`config.mk`:
```
export PLATFORM = sky130hd
export DESIGN_NAME = two_axis_average_sample_fifo_flat
export DESIGN_NICKNAME = d
export VERILOG_FILES = /design/src/sv/tasf_pkg.sv /design/src/sv/tasf_cmd_if.sv /design/src/sv/tasf_res_if.sv /design/src/sv/tasf_ram.sv /design/src/sv/tasf_accum.sv /design/src/sv/two_axis_average_sample_fifo.sv /design/src/flat_wrapper.sv
export SDC_FILE = /design/constraint.sdc
export NUM_CORES = 2
export LEC_CHECK = 0
export BUFFER_PORTS_ARGS = -buffer_cell sky130_fd_sc_hd__buf_2
export CAP_MARGIN = 20
export CORE_AREA = 2 2 752 754
export CTS_CLUSTER_SIZE = 16
export DETAILED_ROUTE_END_ITERATION = 8
export DIE_AREA = 0 0 754 756
export PLACE_DENSITY_LB_ADDON = 0.05
export SLEW_MARGIN = 10
export SYNTH_ARGS = -nofsm -noshare
export SYNTH_HDL_FRONTEND = slang
export SYNTH_HIERARCHICAL = 1
export SYNTH_SLANG_ARGS = --single-unit
```
`constraint.sdc`:
```
create_clock -name clk -period 7.7 [get_ports clk]
set_input_delay 0.385 -clock clk [delete_from_list [all_inputs] [get_ports clk]]
set_output_delay 0.385 -clock clk [all_outputs]
set_load 0.02 [all_outputs]
```
`src/sv/tasf_pkg.sv`:
```
// Shared types and constants of the two-axis averaging sample FIFO.
// Stands alone; every other file of the block but tasf_ram refers to it by scoped names.
`timescale 1ns / 1ps

package tasf_pkg;

	localparam int SAMPLE_W = 16;
	localparam int TIME_W   = 32;
	localparam int COUNT_W  = 5;
	localparam int REMAIN_W = 7;

	localparam logic [1:0] CMD_PUSH  = 2'd0;
	localparam logic [1:0] CMD_READ  = 2'd1;
	localparam logic [1:0] CMD_CLEAR = 2'd2;

	localparam logic STATUS_ENTRY = 1'b0;
	localparam logic STATUS_EMPTY = 1'b1;

	// One queued average with the time its block completed.
	typedef struct packed {
		logic signed [SAMPLE_W-1:0] x;
		logic signed [SAMPLE_W-1:0] y;
		logic [TIME_W-1:0]          stamp;
	} entry_t;

endpackage

```
`src/sv/tasf_cmd_if.sv`:
```
// Command channel of the averaging sample FIFO: valid/ready plus one command beat.
// Depends on tasf_pkg for field widths.
`timescale 1ns / 1ps

interface tasf_cmd_if;
	logic                                 valid;
	logic                                 ready;
	logic [1:0]                           command;
	logic signed [tasf_pkg::SAMPLE_W-1:0] sample_x;
	logic signed [tasf_pkg::SAMPLE_W-1:0] sample_y;
	logic [tasf_pkg::TIME_W-1:0]          time_stamp;
	logic [tasf_pkg::COUNT_W-1:0]         read_count;

	modport source (output valid, command, sample_x, sample_y, time_stamp, read_count,
		input ready);
	modport sink (input valid, command, sample_x, sample_y, time_stamp, read_count,
		output ready);
endinterface

```
`src/sv/tasf_res_if.sv`:
```
// Result channel of the averaging sample FIFO: valid/ready plus one result beat.
// Depends on tasf_pkg for field widths.
`timescale 1ns / 1ps

interface tasf_res_if;
	logic                                 valid;
	logic                                 ready;
	logic                                 status;
	logic signed [tasf_pkg::SAMPLE_W-1:0] out_x;
	logic signed [tasf_pkg::SAMPLE_W-1:0] out_y;
	logic [tasf_pkg::TIME_W-1:0]          out_time;
	logic                                 overflow_seen;
	logic                                 last;
	logic [tasf_pkg::REMAIN_W-1:0]        remaining;

	modport source (output valid, status, out_x, out_y, out_time, overflow_seen, last,
		remaining, input ready);
	modport sink (input valid, status, out_x, out_y, out_time, overflow_seen, last,
		remaining, output ready);
endinterface

```
`src/sv/tasf_ram.sv`:
```
// Simple dual-port entry store of the sample FIFO, one write and one registered read.
// No package dependency; the width is set by the instantiating module.
`timescale 1ns / 1ps

module tasf_ram #(
	parameter int DEPTH = 64,
	parameter int WIDTH = 64,
	localparam int AW = $clog2(DEPTH)
) (
	input  logic             clk,
	input  logic             we,
	input  logic [AW-1:0]    waddr,
	input  logic [WIDTH-1:0] wdata,
	input  logic             re,
	input  logic [AW-1:0]    raddr,
	output logic [WIDTH-1:0] rdata
);

	logic [WIDTH-1:0] mem [DEPTH];

	always_ff @(posedge clk) begin
		if (we) begin
			mem[waddr] <= wdata;
		end
	end

	// Read data holds while no read is issued.
	always_ff @(posedge clk) begin
		if (re) begin
			rdata <= mem[raddr];
		end
	end

endmodule

```
`src/sv/tasf_accum.sv`:
```
// Block accumulator: sums 2^AVG_LOG2 sample pairs and hands out the rounded average.
// Depends on tasf_pkg for the entry type and field widths.
`timescale 1ns / 1ps

module tasf_accum #(
	parameter int AVG_LOG2 = 3
) (
	input  logic                                 clk,
	input  logic                                 arst_n,
	input  logic                                 push,
	input  logic                                 clear,
	input  logic signed [tasf_pkg::SAMPLE_W-1:0] sample_x,
	input  logic signed [tasf_pkg::SAMPLE_W-1:0] sample_y,
	input  logic [tasf_pkg::TIME_W-1:0]          time_stamp,
	output logic                                 entry_valid,
	output tasf_pkg::entry_t                     entry
);

	localparam int SW    = tasf_pkg::SAMPLE_W;
	localparam int SUM_W = SW + AVG_LOG2;
	localparam logic signed [SW-1:0] AVG_MAX = {1'b0, {(SW-1){1'b1}}};
	localparam logic signed [SW-1:0] AVG_MIN = {1'b1, {(SW-1){1'b0}}};

	logic [AVG_LOG2-1:0]             cnt_q;
	logic signed [SUM_W-1:0]         sum_x_q, sum_y_q;
	logic signed [SUM_W-1:0]         next_x, next_y;
	logic                            done_s1;
	logic signed [SUM_W-1:0]         sum_x_s1, sum_y_s1;
	logic [tasf_pkg::TIME_W-1:0]     stamp_s1;
	logic                            block_done;

	// Arithmetic shift, round half up on the top dropped bit, clamp to the sample range.
	function automatic logic signed [SW-1:0] block_avg(input logic signed [SUM_W-1:0] s);
		logic signed [SUM_W-1:0] q;
		logic signed [SW:0]      r;
		q = s >>> AVG_LOG2;
		r = (SW+1)'(q) + $signed({{SW{1'b0}}, s[AVG_LOG2-1]});
		if (r[SW:SW-1] == 2'b01) begin
			return AVG_MAX;
		end else if (r[SW:SW-1] == 2'b10) begin
			return AVG_MIN;
		end
		return $signed(r[SW-1:0]);
	endfunction

	assign next_x     = sum_x_q + SUM_W'(sample_x);
	assign next_y     = sum_y_q + SUM_W'(sample_y);
	assign block_done = &cnt_q;

	always_ff @(posedge clk or negedge arst_n) begin
		if (!arst_n) begin
			cnt_q   <= '0;
			sum_x_q <= '0;
			sum_y_q <= '0;
			done_s1 <= 1'b0;
		end else begin
			done_s1 <= push && block_done;
			if (clear) begin
				cnt_q   <= '0;
				sum_x_q <= '0;
				sum_y_q <= '0;
			end else if (push) begin
				cnt_q <= cnt_q + AVG_LOG2'(1);
				if (block_done) begin
					sum_x_q <= '0;
					sum_y_q <= '0;
				end else begin
					sum_x_q <= next_x;
					sum_y_q <= next_y;
				end
			end
		end
	end

	always_ff @(posedge clk) begin
		if (push && block_done) begin
			sum_x_s1 <= next_x;
			sum_y_s1 <= next_y;
			stamp_s1 <= time_stamp;
		end
	end

	assign entry_valid = done_s1;
	assign entry.x     = block_avg(sum_x_s1);
	assign entry.y     = block_avg(sum_y_s1);
	assign entry.stamp = stamp_s1;

endmodule

```
`src/sv/two_axis_average_sample_fifo.sv`:
```
// Top level of the two-axis averaging sample FIFO: command decode, ring pointers,
// read sequencer and result register. Uses tasf_pkg, tasf_cmd_if, tasf_res_if,
// tasf_accum and tasf_ram.
`timescale 1ns / 1ps

// Push beats carry one signed sample pair; every 2^AVG_LOG2 pushes the per-axis sums
// are averaged (arithmetic shift, rounded half up) and queued with that push's time
// stamp in a ring of FIFO_DEPTH entries held in one synchronous memory. A full ring
// overwrites its oldest entry and sets the sticky overflow flag, which only reset
// clears. A read beat pops up to read_count entries (at most MAX_READ_BURST), one
// result per cycle while results.ready allows, oldest first, the final one marked with
// last; a read of an empty ring gives a single result with status set. A clear beat
// empties the ring and the partial block. Timing: the push that completes a block
// holds off beats in the cycle that follows it, while the average is written into
// the memory. A read beat enters the read sequencer, which issues one memory read per
// cycle unless the result path is stalled; each result passes through the registered
// memory port and then the result register, and no new beat is accepted until
// the sequencer has issued the final read of the burst. A read of count zero and the
// unused command code are accepted and produce nothing. The memory needs no clearing
// after reset, since only written entries are ever read. capture_enable resets to 1;
// while it is 0, completed blocks are dropped.
module two_axis_average_sample_fifo #(
	parameter int FIFO_DEPTH     = 64,
	parameter int AVG_LOG2       = 3,
	parameter int MAX_READ_BURST = 16
) (
	input  logic       clk,
	input  logic       arst_n,
	input  logic       cfg_wr_en,
	input  logic       cfg_wr_data,
	tasf_cmd_if.sink   samples,
	tasf_res_if.source results
);

	localparam int AW = $clog2(FIFO_DEPTH);
	localparam int FW = $clog2(FIFO_DEPTH + 1);
	localparam int BW = $clog2(MAX_READ_BURST + 1);
	localparam int NW0 = (FW > BW) ? FW : BW;
	localparam int NW = (NW0 > tasf_pkg::COUNT_W) ? NW0 : tasf_pkg::COUNT_W;
	localparam int EW = $bits(tasf_pkg::entry_t);

	typedef enum logic {
		ST_IDLE,
		ST_READ
	} state_t;

	state_t state_q;

	logic             capture_enable_q;
	logic             overflow_q;
	logic [AW-1:0]    wptr_q, rptr_q;
	logic [FW-1:0]    fill_q;
	logic [BW-1:0]    left_q;
	logic             empty_q;

	// The accumulator hands over a finished average for one cycle.
	logic             entry_valid;
	tasf_pkg::entry_t entry;
	logic             push_en;

	// Handshake and command decode.
	logic             accept;
	logic             cmd_push, cmd_read, cmd_clear;

	// Burst length of an accepted read.
	logic [NW-1:0]    rc_n, want_n, fill_n, take_n;

	// Read issue stage: memory read in flight or its data held while stalled.
	logic             issue;
	logic             out_free;
	logic             valid_s1;
	logic             status_s1, last_s1, ovf_s1;
	logic [tasf_pkg::REMAIN_W-1:0] remaining_s1;
	logic [EW-1:0]    ram_rdata;
	tasf_pkg::entry_t rd_entry;

	// Result register.
	logic             res_valid_q;
	logic             res_status_q, res_last_q, res_ovf_q;
	logic signed [tasf_pkg::SAMPLE_W-1:0] res_x_q, res_y_q;
	logic [tasf_pkg::TIME_W-1:0]          res_time_q;
	logic [tasf_pkg::REMAIN_W-1:0]        res_remaining_q;

	function automatic logic [AW-1:0] next_ptr(input logic [AW-1:0] p);
		return (p == AW'(FIFO_DEPTH - 1)) ? '0 : p + AW'(1);
	endfunction

	// No beat is taken while a burst is being issued or while a finished average is
	// written; this keeps memory writes and pointer updates apart from reads.
	assign samples.ready = (state_q == ST_IDLE) && !entry_valid;
	assign accept        = samples.valid && samples.ready;
	assign cmd_push      = accept && (samples.command == tasf_pkg::CMD_PUSH);
	assign cmd_read      = accept && (samples.command == tasf_pkg::CMD_READ);
	assign cmd_clear     = accept && (samples.command == tasf_pkg::CMD_CLEAR);

	assign push_en = entry_valid && capture_enable_q;

	tasf_accum #(
		.AVG_LOG2(AVG_LOG2)
	) u_accum (
		.clk        (clk),
		.arst_n     (arst_n),
		.push       (cmd_push),
		.clear      (cmd_clear),
		.sample_x   (samples.sample_x),
		.sample_y   (samples.sample_y),
		.time_stamp (samples.time_stamp),
		.entry_valid(entry_valid),
		.entry      (entry)
	);

	// The number of pops is min(fill, saturated count), fixed when the read is taken.
	always_comb begin
		rc_n   = NW'(samples.read_count);
		want_n = (rc_n > NW'(MAX_READ_BURST)) ? NW'(MAX_READ_BURST) : rc_n;
		fill_n = NW'(fill_q);
		take_n = (fill_n < want_n) ? fill_n : want_n;
	end

	assign out_free = !res_valid_q || results.ready;
	assign issue    = (state_q == ST_READ) && (!valid_s1 || out_free);

	tasf_ram #(
		.DEPTH(FIFO_DEPTH),
		.WIDTH(EW)
	) u_ram (
		.clk  (clk),
		.we   (push_en),
		.waddr(wptr_q),
		.wdata(entry),
		.re   (issue && !empty_q),
		.raddr(rptr_q),
		.rdata(ram_rdata)
	);

	assign rd_entry = tasf_pkg::entry_t'(ram_rdata);

	always_ff @(posedge clk or negedge arst_n) begin
		if (!arst_n) begin
			capture_enable_q <= 1'b1;
		end else if (cfg_wr_en) begin
			capture_enable_q <= cfg_wr_data;
		end
	end

	always_ff @(posedge clk or negedge arst_n) begin
		if (!arst_n) begin
			state_q     <= ST_IDLE;
			overflow_q  <= 1'b0;
			wptr_q      <= '0;
			rptr_q      <= '0;
			fill_q      <= '0;
			left_q      <= '0;
			empty_q     <= 1'b0;
			valid_s1    <= 1'b0;
			res_valid_q <= 1'b0;
		end else begin
			if (push_en) begin
				wptr_q <= next_ptr(wptr_q);
				if (fill_q == FW'(FIFO_DEPTH)) begin
					// Full: the oldest entry is lost to the new one.
					overflow_q <= 1'b1;
					rptr_q     <= next_ptr(rptr_q);
				end else begin
					fill_q <= fill_q + FW'(1);
				end
			end
			if (cmd_clear) begin
				wptr_q <= '0;
				rptr_q <= '0;
				fill_q <= '0;
			end

			unique case (state_q)
				ST_IDLE: begin
					if (cmd_read && (samples.read_count != '0)) begin
						state_q <= ST_READ;
						empty_q <= (fill_q == '0);
						left_q  <= (fill_q == '0) ? BW'(1) : BW'(take_n);
					end
				end
				ST_READ: begin
					if (issue) begin
						left_q <= left_q - BW'(1);
						if (!empty_q) begin
							rptr_q <= next_ptr(rptr_q);
							fill_q <= fill_q - FW'(1);
						end
						if (left_q == BW'(1)) begin
							state_q <= ST_IDLE;
						end
					end
				end
				default: begin
					state_q <= ST_IDLE;
				end
			endcase

			if (issue) begin
				valid_s1 <= 1'b1;
			end else if (out_free) begin
				valid_s1 <= 1'b0;
			end
			if (out_free) begin
				res_valid_q <= valid_s1;
			end
		end
	end

	// Side fields travel with the memory read.
	always_ff @(posedge clk) begin
		if (issue) begin
			status_s1    <= empty_q ? tasf_pkg::STATUS_EMPTY : tasf_pkg::STATUS_ENTRY;
			last_s1      <= (left_q == BW'(1));
			ovf_s1       <= overflow_q;
			remaining_s1 <= empty_q ? '0 : tasf_pkg::REMAIN_W'(fill_q - FW'(1));
		end
	end

	always_ff @(posedge clk) begin
		if (out_free && valid_s1) begin
			res_status_q    <= status_s1;
			res_last_q      <= last_s1;
			res_ovf_q       <= ovf_s1;
			res_remaining_q <= remaining_s1;
			if (status_s1 == tasf_pkg::STATUS_EMPTY) begin
				res_x_q    <= '0;
				res_y_q    <= '0;
				res_time_q <= '0;
			end else begin
				res_x_q    <= rd_entry.x;
				res_y_q    <= rd_entry.y;
				res_time_q <= rd_entry.stamp;
			end
		end
	end

	assign results.valid         = res_valid_q;
	assign results.status        = res_status_q;
	assign results.out_x         = res_x_q;
	assign results.out_y         = res_y_q;
	assign results.out_time      = res_time_q;
	assign results.overflow_seen = res_ovf_q;
	assign results.last          = res_last_q;
	assign results.remaining     = res_remaining_q;

	// The fill count never passes the ring size.
	assert property (@(posedge clk) disable iff (!arst_n)
		fill_q <= FW'(FIFO_DEPTH))
		else $error("fill count above ring depth");

	// An empty or full ring has its pointers on the same entry.
	assert property (@(posedge clk) disable iff (!arst_n)
		(fill_q == '0 || fill_q == FW'(FIFO_DEPTH)) |-> (wptr_q == rptr_q))
		else $error("ring pointers disagree with fill count");

	// A memory write never meets a memory read of a burst.
	assert property (@(posedge clk) disable iff (!arst_n)
		!(push_en && issue))
		else $error("push write overlaps burst read");

	// Issuing the final read of a burst returns the sequencer to idle.
	assert property (@(posedge clk) disable iff (!arst_n)
		(issue && left_q == BW'(1)) |=> (state_q == ST_IDLE))
		else $error("burst did not end after its final read");

	// An empty report is always a lone, final result with nothing remaining.
	assert property (@(posedge clk) disable iff (!arst_n)
		(res_valid_q && res_status_q == tasf_pkg::STATUS_EMPTY)
			|-> (res_last_q && res_remaining_q == '0))
		else $error("empty report malformed");

endmodule
```
`src/flat_wrapper.sv`:
```
// flat-port wrapper written by rule: the top's interface ports become plain ports
module two_axis_average_sample_fifo_flat 
#(
	parameter int FIFO_DEPTH     = 64,
	parameter int AVG_LOG2       = 3,
	parameter int MAX_READ_BURST = 16
)
  (clk, arst_n, cfg_wr_en, cfg_wr_data, samples_valid, samples_command, samples_sample_x, samples_sample_y, samples_time_stamp, samples_read_count, samples_ready, results_valid, results_status, results_out_x, results_out_y, results_out_time, results_overflow_seen, results_last, results_remaining, results_ready);
  tasf_cmd_if samples_i ();
  tasf_res_if results_i ();
  input  logic clk;
  input  logic arst_n;
  input  logic cfg_wr_en;
  input  logic cfg_wr_data;
  input wire logic [$bits(samples_i.valid)-1:0] samples_valid;
  input wire logic [$bits(samples_i.command)-1:0] samples_command;
  input wire logic [$bits(samples_i.sample_x)-1:0] samples_sample_x;
  input wire logic [$bits(samples_i.sample_y)-1:0] samples_sample_y;
  input wire logic [$bits(samples_i.time_stamp)-1:0] samples_time_stamp;
  input wire logic [$bits(samples_i.read_count)-1:0] samples_read_count;
  output wire logic [$bits(samples_i.ready)-1:0] samples_ready;
  output wire logic [$bits(results_i.valid)-1:0] results_valid;
  output wire logic [$bits(results_i.status)-1:0] results_status;
  output wire logic [$bits(results_i.out_x)-1:0] results_out_x;
  output wire logic [$bits(results_i.out_y)-1:0] results_out_y;
  output wire logic [$bits(results_i.out_time)-1:0] results_out_time;
  output wire logic [$bits(results_i.overflow_seen)-1:0] results_overflow_seen;
  output wire logic [$bits(results_i.last)-1:0] results_last;
  output wire logic [$bits(results_i.remaining)-1:0] results_remaining;
  input wire logic [$bits(results_i.ready)-1:0] results_ready;
  assign samples_i.valid = samples_valid;
  assign samples_i.command = samples_command;
  assign samples_i.sample_x = samples_sample_x;
  assign samples_i.sample_y = samples_sample_y;
  assign samples_i.time_stamp = samples_time_stamp;
  assign samples_i.read_count = samples_read_count;
  assign samples_ready = samples_i.ready;
  assign results_valid = results_i.valid;
  assign results_status = results_i.status;
  assign results_out_x = results_i.out_x;
  assign results_out_y = results_i.out_y;
  assign results_out_time = results_i.out_time;
  assign results_overflow_seen = results_i.overflow_seen;
  assign results_last = results_i.last;
  assign results_remaining = results_i.remaining;
  assign results_i.ready = results_ready;
  two_axis_average_sample_fifo #(.FIFO_DEPTH(FIFO_DEPTH), .AVG_LOG2(AVG_LOG2), .MAX_READ_BURST(MAX_READ_BURST)) u_core (.clk(clk), .arst_n(arst_n), .cfg_wr_en(cfg_wr_en), .cfg_wr_data(cfg_wr_data), .samples(samples_i), .results(results_i));
endmodule
```
After elaboration in Yosys (flattened, before gate mapping). Memories as Yosys holds them, arrays and structs flattened. A register that Yosys moved wholly into a read port is not among the register bits. Index checks and enable logic that the tools add are counted.

Reduce and logical (&&, ||, !) cells: 27. Bitwise gates (word level): 1. Mux-type cells: 49. $add $sub $neg: 10. Eq/ne operators: 12. Magnitude comparators: 2.

Operators with widths (number): 19-bit 2-to-1 mux (6); 16-bit 2-to-1 mux (6); 6-bit 2-to-1 mux (10); 7-bit 2-to-1 mux (6); 19-bit by 16-bit adder with 19-bit output (2); 16-bit by 2-bit adder with 17-bit output (2); 5-bit 2-to-1 mux (5); 6-bit by 1-bit adder with 6-bit output, second input constant (2); 6-bit == test, second input constant (2); 1-bit 2-to-1 mux (12); 1-bit logical AND (11); 5-bit case mux with 2 select lines (1); 7-bit by 1-bit adder with 7-bit output, second input constant (1); 7-bit == test, second input constant (1); 7-bit zero test (1); 7-bit by 5-bit less-than comparator with 1-bit output (1); 7-bit by 1-bit subtractor with 7-bit output, second input constant (1); 2-bit by 1-bit == test with 1-bit output, second input constant (3); 2-bit == test, second input constant (3); 3-bit 2-to-1 mux (2); 2-bit AND reduction (3); 2-bit nonzero test (3); 5-bit by 1-bit == test with 1-bit output, second input constant (1); 5-bit greater-than comparator, second input constant (1); other kinds (10) (15).

Register bits after elaboration: 226. Input port bits: 77. Memories kept: 1. Output and inout bits: 76. Word-level logic and storage cells: 130. Bits in writable memories: 4096.

Memories: u_core.u_ram.mem (words 64, bits a word 64, read ports 1, clocked after Yosys merged registers in 1, write ports 1, line tasf_ram.sv:19) `logic [WIDTH-1:0] mem [DEPTH];`.

Logic depth before layout (Yosys ltp).
Word-level depth: 8. Gate-level depth with buffers: 12. Depth with buffers taken out: 11.

Modules after synthesis. Netlist, hierarchy kept.

By module, submodules not included: tasf_ram (times used 1, area each 156989.3 um^2, seq. area each 124919.8 um^2, cells an instance 6598); tasf_accum (times used 1, area each 6110.9 um^2, seq. area each 3032.9 um^2, cells an instance 545); two_axis_average_sample_fifo (times used 1, area each 4928.5 um^2, seq. area each 3274.4 um^2, cells an instance 383).

Worst setup path after synthesis. No wires, ideal clock.

Kind: reg2reg. Start: reg u_core.capture_enable_q. End: mem u_core.u_ram.mem[48][0], enable pin. Setup time: 564 ps. Data required time: 7136 ps. Buffers on the path: 0. Period minus slack after synthesis: 5964 ps. Cell stages (with the launch flop): 5. Slack: 1736 ps. Arrival time: 5400 ps. Cell sequence: dfstp_2 > nand2_1 > clkinv_1 > nand4b_1 > nor3_1.

Longest elaborated chain between the ends: 3.

Ends and longest elaborated chain: from (decl) (line two_axis_average_sample_fifo.sv:49) `logic capture_enable_q;`; from (signal assigned) (line two_axis_average_sample_fifo.sv:142) `capture_enable_q <= cfg_wr_data;`; 1-bit logical AND (line two_axis_average_sample_fifo.sv:96) `assign push_en = entry_valid && capture_enable_q;`; via u_core.push_en (line two_axis_average_sample_fifo.sv:59) `logic push_en;`; 1-bit 2-to-1 mux (line tasf_ram.sv:22) `if (we) begin`; 1-bit 2-to-1 mux (not written as such) (line tasf_ram.sv:23) `mem[waddr] <= wdata;`; to (decl) (line tasf_ram.sv:19).

The timed path passes the listed nets, and every way through them passes these cells.

==> impl.org <==
** Power and ir drop
- The worst-case IR drop observed on VDD is 0.2585 mV.
- Leakage power summed over all cells :: 60.91 nW
- The completed layout was analyzed and its total power is 66.66 mW.
- In this run the power density over the cells is 338.2 nW/um2.

** Global routing
- GRT Util Overall :: 0.1997
- Entering global routing, the biggest net connects 94 pins.
- Global-route wire length before repair :: 778900 um
- Vias in the first global route :: 86220
- GRT Residual Overflow :: 0
- Number of antenna violations at the first check in global routing :: 64

** Setup path
- At the worst endpoint, the arrival time is 5.13 ns.
- Crit path required time :: 8.54 ns
- The critical path in this run is classified as reg -> reg.
- The worst setup path is captured at a flip-flop.
- STA classifies the critical path startpoint as a flip-flop.
- Of all nets on the critical path, the largest fanout is 33.

** Timing
- Final worst slack :: 3.413 ns
- On the final layout, the worst clock skew is 0.05769 ns.
- Final setup violation count :: 0
- Setup repair after global routing left no endpoint under its margin.
- Summed over all failing endpoints, the final setup total negative slack is 0 ns.
- Based on the critical path, the design can be clocked at up to 233.3 MHz.
- Hold WS :: 0.1227 ns
- The count of final max-slew check failures is 0.
- The count of final hold-check violations came to 0.
- For the pin with the worst max-slew slack, the measured transition is 1.205 ns.
- In the finished design, the share of the clock period the worst path needs comes to 0.5568.
- The routed design could run at a clock period as short as 4.287 ns.
- The worst pin sits at a relative slew slack of 0.1965.

** Yosys
- Number of flops mapped to enable cells by yosys :: 4310
- Share of Yosys cell area claimed by the top area cell type :: 0.7703
- The share of the Yosys chip area taken by registers is 0.7810.
- Of all cell types, the one taking the most synthesized area is sky130_fd_sc_hd__edfxtp_1.
- Post-Synthesis Net Count :: 7659
- Number of warning messages in the yosys log :: 6
- Number of distinct library cells after synthesis :: 78
- Flip-flop and latch count after synthesis :: 4382
- Top cells by area, synth :: sky130_fd_sc_hd__edfxtp_1 77%, sky130_fd_sc_hd__mux4_2 14%, sky130_fd_sc_hd__dfrtp_1 1.1%
- In this run the cell area of the synthesized design comes to 168000 um2.
- Dividing the synthesized area by the synthesized cell count gives 22.33 um2.
- Synthesis produced a netlist whose cell count is 7526.
- Among all flip-flop cells after synthesis, the most frequent one is sky130_fd_sc_hd__edfxtp_1.
- In the synthesized netlist the async set-or-reset flop fraction comes to 0.01643.

** Floorplan
- After floorplanning, the core was sized to cover 562500 um2.
- The die is 756 um tall.
- Boundary Pins :: 153
- The floorplan has 276 rows.
- Floorplan die width :: 754 um
- Initial core utilization :: 0.2987
- The die covers 570000 um2.

** Finish
- Final cell utilization of the core :: 0.3504
- In the layout the commonest cells are 4310 x sky130_fd_sc_hd__edfxtp_1, 1024 x sky130_fd_sc_hd__mux4_2, 537 x sky130_fd_sc_hd__clkbuf_16, 284 x sky130_fd_sc_hd__buf_4, 171 x sky130_fd_sc_hd__a22oi_1.
- At the end of the flow, the number of nets in the layout was 8351.
- In the final layout, the share of cells above drive strength 1 is 0.2722.
- Fin area :: 197100 um2
- The area growth from synthesis to layout is 17.30%.
- Fill cells in the final layout number 52170.
- Layout Cells excl Fill :: 16160
- Most frequent standard cell in the layout excluding fill and tap cells :: sky130_fd_sc_hd__edfxtp_1

** Route
- Routed wire length :: 580700 um
- For this run, design rule violations remaining after detail routing come to 0.
- Detail-routed via count per cell :: 5.146
- Post-detailed-route wirelength per cell :: 35.93 um
- For this block, the via count after detailed routing is 83160.
- Number of design-rule violations left by the first detailed-router iteration :: 9126
- Once detail routing completed, the nets flagged for antenna violations numbered 0.
- The pre-antenna-repair detailed-routing pass consisted of 5 iterations.

** Placement
- Final estimated routing congestion in global placement :: 0.7440
- Placed Instance Area :: 180100 um2
- IO buf count :: 152
- Half-perimeter wire length after detailed placement :: 325700 um
- Once placement completed, the tool counted placed cells totaling 15100.
- Worst slack, placed :: 3.387 ns

** Clock network
- Total of cells resized after clock tree synthesis :: 0
- Hold repair after CTS inserted 101 buffers.
- Inserted Clock Buffers :: 519
- Number of buffers on the longest clock path :: 4
- For this design, the sink count on the clock tree is 4382.
- CTS tree :: built
- At the later pin of the worst-skew pair, clock insertion delay measures 1.08 ns.
- Post-CTS timing repair inserted 0 buffers for setup.
- Clock-pin slew on the worst setup and hold paths :: 0.06 ns
- Cell at the root of the clock tree :: sky130_fd_sc_hd__clkbuf_16
- H-tree depth :: 6

** Outcome
- Run status :: complete, no violations

** Job
- Across the run, the number of max-cap violations was 0.

** Min path
- Path category of the worst min-delay check :: in -> reg
## logic make-up (layout without fill, tap and decap cells)
kind of cell / after synthesis / after routing / synth area share
compound gates: 730 / 730 / 0.03229
xor+xnor: 72 / 72 / 0.003753
fa+ha+maj: 56 / 56 / 0.004259
buf+inv: 450 / 1546 / 0.01252
flops: 4382 / 4382 / 0.7810
mux: 1168 / 1168 / 0.1458
other cells: 0 / 33 / 0
simple gates: 668 / 668 / 0.02036
## synthesized netlist by cell type, types with 8 or more instances
library cell and instances:
sky130_fd_sc_hd__edfxtp_1 4310, sky130_fd_sc_hd__mux4_2 1024, sky130_fd_sc_hd__buf_2 175, sky130_fd_sc_hd__a22oi_1 171, sky130_fd_sc_hd__clkbuf_1 168, sky130_fd_sc_hd__nor2_1 163
sky130_fd_sc_hd__mux2i_1 142, sky130_fd_sc_hd__a22o_1 123, sky130_fd_sc_hd__nand2_1 120, sky130_fd_sc_hd__nor2b_1 95, sky130_fd_sc_hd__o22ai_1 84, sky130_fd_sc_hd__a21oi_1 76
sky130_fd_sc_hd__and3_1 75, sky130_fd_sc_hd__dfrtp_1 71, sky130_fd_sc_hd__nand3_1 70, sky130_fd_sc_hd__a211oi_1 67, sky130_fd_sc_hd__ha_1 54, sky130_fd_sc_hd__inv_1 41
sky130_fd_sc_hd__o221ai_1 39, sky130_fd_sc_hd__xnor2_1 39, sky130_fd_sc_hd__buf_4 35, sky130_fd_sc_hd__or3_1 34, sky130_fd_sc_hd__xor2_1 33, sky130_fd_sc_hd__a41oi_1 29
sky130_fd_sc_hd__or2_2 29, sky130_fd_sc_hd__a31oi_1 25, sky130_fd_sc_hd__buf_1 21, sky130_fd_sc_hd__a21o_1 20, sky130_fd_sc_hd__o21ai_0 20, sky130_fd_sc_hd__a2bb2oi_1 19
sky130_fd_sc_hd__nand2b_1 17, sky130_fd_sc_hd__nand4_1 16, sky130_fd_sc_hd__nor3_1 11, sky130_fd_sc_hd__buf_6 8
## final timing paths
| check | cells after the start | slack [ns] | startpoint | end |
|---|---|---|---|---|
| setup / recovery | 12 | 3.41 | u_core/u_accum/sum_x_s1[2] | u_core/u_ram/mem[4][58] |
| hold / removal | 2 | 0.12 | samples_time_stamp[16] | u_core/u_accum/stamp_s1[16] |
| setup reg to reg | 12 | 3.41 | u_core/u_accum/sum_x_s1[2] | u_core/u_ram/mem[4][58] |
| hold reg to reg | 0 | 0.41 | u_core/ovf_s1 | u_core/results.overflow_seen |
| max in group asynchronous | 4 | 6.46 | arst_n | u_core/rptr_q[0] |
| min in group asynchronous | 4 | 0.38 | arst_n | u_core/u_accum/sum_x_q[5] |
## power breakdown
part / internal, mW / switching, mW
clock network: 13.4 / 9.92
registers: 26.7 / 0.680
logic: 6.69 / 9.26
total: 46.8 / 19.9
## per-layer routing
layer  global-route usage  part of all wire  vias up
li1                     -                 -    33540
met1               0.2853              0.45    46790
met2               0.3289              0.48     2277
met3              0.02951             0.050      556
met4              0.03296             0.016        2
met5                    0          0.000017        -
## sequential cells by signal (all words and copies together), names as in the netlist, 5 cells and up
signal                    count
u_core/u_ram/mem           4096
u_core/wptr_q                 6
u_core/u_accum/sum_y_q       19
u_core/left_q                 5
u_core/u_accum/stamp_s1      32
u_core/fill_n                 7
u_core/results.out_x         16
u_core/u_accum/sum_x_s1      17
u_core/u_accum/sum_y_s1      17
u_core/results.out_time      32
u_core/u_ram/rdata           64
u_core/rptr_q                 6
u_core/remaining_s1           7
u_core/results.out_y         16
u_core/results.remaining      7
u_core/u_accum/sum_x_q       19
## cell type report
type                            instances  area, um2  area share
Antenna cell                           33      82.58   0.0004190
Sequential cell                      4382     131200      0.6659
Clock inverter                        244       1829    0.009281
Tap cell                             7506       9392     0.04765
Multi-Input combinational cell       2694      35590      0.1806
Clock buffer                          681      14010     0.07108
Timing Repair Buffer                  579       4785     0.02428
Inverter                               42      162.7   0.0008253
## worst max-delay path, stage by stage (launching register included)
cell,delay (ns)
sky130_fd_sc_hd__edfxtp_1,0.33
sky130_fd_sc_hd__ha_1,0.19
sky130_fd_sc_hd__ha_1,0.19
sky130_fd_sc_hd__and3_1,0.21
sky130_fd_sc_hd__nand3_1,0.16
sky130_fd_sc_hd__nor4_1,0.46
sky130_fd_sc_hd__nand2b_1,0.11
sky130_fd_sc_hd__nand2_1,0.11
sky130_fd_sc_hd__ha_1,0.52
sky130_fd_sc_hd__buf_4,0.36
sky130_fd_sc_hd__nor2_4,0.19
sky130_fd_sc_hd__a21oi_4,0.71
sky130_fd_sc_hd__buf_4,0.47
No activity file was read; power rests on OpenSTA's default activity.
